`config.mk`:
```
export PLATFORM = sky130hd
export DESIGN_NAME = dpp_merge
export DESIGN_NICKNAME = d
export VERILOG_FILES = /design/src/hdl/dpp_pkg.sv /design/src/hdl/dpp_merge.sv
export SDC_FILE = /design/constraint.sdc
export NUM_CORES = 1
export LEC_CHECK = 0
export BUFFER_PORTS_ARGS = -buffer_cell sky130_fd_sc_hd__buf_4
export CAP_MARGIN = 40
export CORE_UTILIZATION = 57
export CTS_BUF_LIST = sky130_fd_sc_hd__clkbuf_8
export DETAILED_ROUTE_END_ITERATION = 7
export MAX_ROUTING_LAYER = met4
export PLACE_DENSITY = 0.93
export SYNTH_ARGS = -nofsm -noshare
export SYNTH_HDL_FRONTEND = slang
export SYNTH_SLANG_ARGS = --single-unit
```
`constraint.sdc`:
```
create_clock -name clk -period 12.75 [get_ports clk]
set_input_delay 2.55 -clock clk [delete_from_list [all_inputs] [get_ports clk]]
set_output_delay 2.55 -clock clk [all_outputs]
set_load 0.1 [all_outputs]
```
`src/hdl/dpp_pkg.sv`:
```
// ----------------------------------------------------------------------------
// dpp_pkg
// Shared widths, register indexes, layout codes and the per-axis settings
// bundle of the detector pixel position block.
// ----------------------------------------------------------------------------
package dpp_pkg;

  localparam int DPP_INDEX_BITS = 12;

  // field widths
  localparam int COL_W      = 12;
  localparam int SIZE_W     = 20;
  localparam int MSIZE_W    = 13;
  localparam int GAP_W      = 8;
  localparam int MAG_W      = 44;
  localparam int POS_W      = 45;
  localparam int CFG_IDX_W  = 3;
  localparam int CFG_DATA_W = 20;
  localparam int IN_DATA_W  = 24;
  localparam int OUT_DATA_W = 96;

  // effective module size: 0 stands for 8192
  localparam logic [MSIZE_W:0] MSIZE_ZERO = 14'd8192;

  // register indexes
  localparam logic [CFG_IDX_W-1:0] REG_LAYOUT_MODE     = 3'd0;
  localparam logic [CFG_IDX_W-1:0] REG_PIXEL_SIZE      = 3'd1;
  localparam logic [CFG_IDX_W-1:0] REG_MODULE_WIDTH    = 3'd2;
  localparam logic [CFG_IDX_W-1:0] REG_MODULE_HEIGHT   = 3'd3;
  localparam logic [CFG_IDX_W-1:0] REG_GAP_WIDTH       = 3'd4;
  localparam logic [CFG_IDX_W-1:0] REG_GAP_HEIGHT      = 3'd5;
  localparam logic [CFG_IDX_W-1:0] REG_MIRROR_VERTICAL = 3'd6;

  // layout codes; the unused code behaves as the plain grid
  localparam logic [1:0] LAYOUT_PLAIN = 2'd0;
  localparam logic [1:0] LAYOUT_TILED = 2'd1;
  localparam logic [1:0] LAYOUT_CHIP  = 2'd2;

  // settings seen by one axis lane
  typedef struct packed {
    logic [1:0]         mode;
    logic [SIZE_W-1:0]  size;
    logic [MSIZE_W:0]   msize;
    logic [GAP_W-1:0]   gap;
  } lane_cfg_t;

endpackage

```
`src/hdl/dpp_merge.sv`:
```
// ----------------------------------------------------------------------------
// dpp_merge
// Joins the two lane magnitudes, applies the signs and holds the result in
// an output register backed by one skid entry.
// ----------------------------------------------------------------------------
module dpp_merge
  import dpp_pkg::*;
(
  input  logic                  clk,
  input  logic                  rst,
  input  logic                  in_valid,
  output logic                  in_ready,
  input  logic [MAG_W-1:0]      ymag,
  input  logic [MAG_W-1:0]      zmag,
  input  logic                  mirror,
  output logic                  m_tvalid,
  input  logic                  m_tready,
  output logic [OUT_DATA_W-1:0] m_tdata
);

  logic [POS_W-1:0]      hpos;
  logic [POS_W-1:0]      zpos;
  logic [POS_W-1:0]      vpos;
  logic [OUT_DATA_W-1:0] beat;
  logic [OUT_DATA_W-1:0] out_data;
  logic [OUT_DATA_W-1:0] skid_data;
  logic                  out_valid;
  logic                  skid_valid;
  logic                  load;
  logic                  take;

  assign hpos = POS_W'(0) - {1'b0, ymag};
  assign zpos = {1'b0, zmag};
  assign vpos = mirror ? (POS_W'(0) - zpos) : zpos;
  assign beat = {{(OUT_DATA_W-2*POS_W){1'b0}}, vpos, hpos};

  assign in_ready = !skid_valid;
  assign load     = in_valid && in_ready;
  assign take     = out_valid && m_tready;

  always_ff @(posedge clk) begin
    if (rst) begin
      out_valid  <= 1'b0;
      skid_valid <= 1'b0;
    end else if (take && skid_valid) begin
      // drain the skid entry first
      out_valid  <= 1'b1;
      skid_valid <= 1'b0;
    end else if (load) begin
      if (!out_valid || take)
        out_valid <= 1'b1;
      else
        skid_valid <= 1'b1;
    end else if (take) begin
      out_valid <= 1'b0;
    end
  end

  always_ff @(posedge clk) begin
    if (take && skid_valid)
      out_data <= skid_data;
    else if (load && (!out_valid || take))
      out_data <= beat;
    if (load && out_valid && !take)
      skid_data <= beat;
  end

  assign m_tvalid = out_valid;
  assign m_tdata  = out_data;

endmodule

```
==> results.tsv <==
stage	metric	value	unit
yosys	flop and latch count out of synthesis	182	
cts	H-tree depth reported by CTS	4	
routing	Post-DRT Antenna Nets	0	
final_layout	nets@finish	988	
critical_path	R2R depth	6	
die	I/O pin count	191	
yosys	synthesized netlist cell count	720	
timing	number of endpoints failing setup at the final stage	0	
critical_path	Critical Path Sink Type	flop	
critical_path	Critical R2R Launch	skid_valid	
routing	vias per cell	5.92	
timing	Worst Max-Slew Pin Slew	842	ps
timing	Setup TNS Final	0	ps
critical_path	R2R Setup Slk	10450	ps
routing	Pre-Repair DR Iteration Count	5	
grt	antenna violations before repair	0	
cts	number of CTS-inserted buffers	17	
timing	Final Cycle Share	39.3	%
yosys	register area share after synthesis	60.8	%
outcome	status	finished, final reports clean	
critical_path	endpoint of the lowest-slack register-to-register path	skid_data[10]	
hold_path	count of cells along the worst hold path	2	
critical_path	maximum fanout count along the critical path	16	
pwr	leak pwr	3.84	nW
routing	number of remaining DRC errors	0	
final_layout	layout overhead on the synthesized area	21.6	%
yosys	Mapped Area	0.00895	sq mm
critical_path	required time at the worst-slack endpoint	12960	ps
die	CORE AREA	0.0153	sq mm
cts	buffer count from post-CTS setup fixing	0	
placed_design	RePlAce Congestion	0.893	
yosys	fraction of registers with async set/reset	0	%
placed_design	post-detailed-placement half-perimeter wirelength	13900	um
final_layout	commonest non-fill, non-tap cell in the layout	sky130_fd_sc_hd__buf_4	
hold_path	Worst Hold Launch	skid_data[13]	
cts	TritonCTS clock tree	done	
placed_design	number of buffers inserted by port buffering	184	
yosys	number of warnings reported in the yosys synthesis log	0	
pwr	power density cells	130	mW/mm^2
grt	pin count of the biggest net entering global routing	62	
die	effective utilization at floorplan	58.7	%
grt	wire length of the first global-routing pass	31600	um
die	chip width	127	um
job	max-cap viol count	0	
yosys	number of different library cells in the post-synthesis netlist	50	
yosys	simple-gate portion of the synthesized area	15.8	%
timing	setup repair after global routing missed its margin	no	
final_layout	commonest non-fill, non-tap cells in the layout	sky130_fd_sc_hd__buf_4 (189), sky130_fd_sc_hd__edfxtp_1 (180), sky130_fd_sc_hd__nor2_1 (73)	
hold_path	Min-Delay Endpoint	m_tdata[13]	
yosys	most used flip-flop cell after synthesis	sky130_fd_sc_hd__edfxtp_1	
yosys	share of the synthesized area in compound gates (AO/OA/AOI/OAI)	7.48	%
timing	max_slew headroom	43.4	%
routing	DR WL/cell	18.1	um
critical_path	critical setup path kind	in -> reg	
yosys	mean area per synthesized cell	12.4	sq um
die	Die Area	0.0162	sq mm
critical_path	data arrival time at the worst-slack endpoint	5220	ps
cts	post-cts repair resize count	0	
timing	max frequency	200	MHz
yosys	dominant combinational cell family by area after synthesis	simple AND/OR/NAND/NOR gates	
timing	Final Hold Violating Endpoints	0	
timing	Max Transition Viols Final	0	
pwr	worst-case vdd ir drop	0.0766	mV
cts	deepest clock path buffer count	2	
grt	total track usage	26.1	%
cts	Hold Buf Count CTS	0	
cts	clock tree sinks	182	
final_layout	fraction of final layout cells with drive strength greater than 1	30.6	%
critical_path	crit start category	primary input	
routing	number of DRC markers after the initial detailed-route iteration	747	
grt	total gr overflow	0	
cts	clock root buffer	sky130_fd_sc_hd__clkbuf_8	
final_layout	antenna cell count	0	
yosys	fraction of synthesized cell area in xor and xnor cells	7.24	%
timing	worst clock skew	11.6	ps
die	std cell rows	45	
routing	Via Count	6598	
pwr	Final Power	1.42	mW
yosys	proportion of synthesized area in mux cells	5.77	%
yosys	EDFF count, synth	180	
cts	clock latency on the worst-skew pair	450	ps
timing	Tmin final	5000	ps
cts	clock input transition at the sequential cells of the worst setup and hold paths	90	ps
grt	via count of the first global-routing pass	6289	
die	Die Span Y	127	um
hold_path	type of the most critical hold path	reg -> reg	
routing	Routed Wire Length	20200	um
yosys	adder-cell area share of the yosys netlist	0.280	%
flip-flops by register name, summed over array words and instances (netlist names):
signal,count
m_tvalid,1
m_tdata,90
skid_data,90
skid_valid,1
metal layers:
metal / GRT usage (%) / share of wire, % / up-vias / wire, um
met5: - / 0 / - / 0
met4: 12.7 / 3.9 / 0 / 788
li1: - / - / 3062 / -
met1: 32.9 / 41 / 3125 / 8190
met3: 4.82 / 7.6 / 61 / 1530
met2: 40.8 / 48 / 350 / 9700
how the worst max path moves through the flow:
stage	startpoint	endpoint	slack, ps	cells past startpoint
global route	ymag[0]	m_tdata[38]	7540	8
floorplan	in_valid	skid_data[0]	2810	2
finish	ymag[0]	m_tdata[38]	7750	8
CTS	ymag[0]	m_tdata[38]	7850	8
global placement	zmag[11]	skid_data[85]	7500	6
detailed placement	ymag[0]	m_tdata[38]	7370	8
critical path, stage by stage:
cell	delay, ps
sky130_fd_sc_hd__buf_4	120
sky130_fd_sc_hd__inv_1	70
sky130_fd_sc_hd__ha_1	170
sky130_fd_sc_hd__nor3b_1	450
sky130_fd_sc_hd__nand4_1	730
sky130_fd_sc_hd__nor4b_1	690
sky130_fd_sc_hd__xnor2_1	150
sky130_fd_sc_hd__mux2_2	280
Yosys cell counts, types with 6 or more instances:
cell type / number / share of area, %
sky130_fd_sc_hd__edfxtp_1: 180 / 60
sky130_fd_sc_hd__nor2_1: 74 / 3.1
sky130_fd_sc_hd__xnor2_1: 63 / 6.2
sky130_fd_sc_hd__nand2_1: 55 / 2.3
sky130_fd_sc_hd__mux2_2: 45 / 5.7
sky130_fd_sc_hd__clkbuf_1: 29 / 1.2
sky130_fd_sc_hd__nor4_1: 26 / 1.8
sky130_fd_sc_hd__or3_1: 24 / 1.7
sky130_fd_sc_hd__o31ai_1: 22 / 1.8
sky130_fd_sc_hd__nor3_1: 16 / 0.89
sky130_fd_sc_hd__o21ai_0: 16 / 0.89
sky130_fd_sc_hd__or4_1: 15 / 1.3
sky130_fd_sc_hd__nand3_1: 12 / 0.67
sky130_fd_sc_hd__nor3b_1: 12 / 1.0
sky130_fd_sc_hd__xor2_1: 11 / 1.1
sky130_fd_sc_hd__a21oi_1: 10 / 0.56
sky130_fd_sc_hd__o31a_1: 8 / 0.78
sky130_fd_sc_hd__or2_2: 8 / 0.56
sky130_fd_sc_hd__inv_1: 7 / 0.29
sky130_fd_sc_hd__nand4_1: 7 / 0.49
sky130_fd_sc_hd__buf_1: 6 / 0.25
sky130_fd_sc_hd__buf_4: 6 / 0.50
sky130_fd_sc_hd__o211ai_1: 6 / 0.50
per-stage QoR:
step           setup slack (ps)  hold WS, ps  std cells  utilization, %  instance area, sq um
2_1_floorplan              2810          484        725               -                  8970
3_3_place_gp               7500          487       1082            68.7                 10500
3_5_place_dp               7370          498       1085            69.1                 10500
4_1_cts                    7850          517       1114            71.4                 10900
5_1_grt                    7540          541       1114            71.4                 10900
6_report                   7750          513       1114            71.4                 10900
report_power, final:
part | switching (mW) | internal, mW
sequential | 0.0106 | 0.701
clock | 0.194 | 0.167
combinational | 0.263 | 0.0854
logic make-up (layout without fill, tap and decap cells):
logic type                 count (synthesis)  after routing
AOI/OAI and AO/OA                         92             92
xor gates and xnor gates                  74             74
adders and majority gates                  2              2
buffers and inverters                     50            228
DFF                                      182            182
muxes                                     46             46
other                                      1              6
and+or+nand+nor                          273            273
final cells by class:
type                            instances  area, sq um
Sequential cell                       182         5450
Fill cell                            1027         4370
Multi-Input combinational cell        493         3330
Timing Repair Buffer                  192         1470
Tap cell                              211          264
Clock buffer                           17          234
Clock inverter                         12          116
Inverter                                7         26.3
Note: power is estimated with default switching activity, not from simulation.
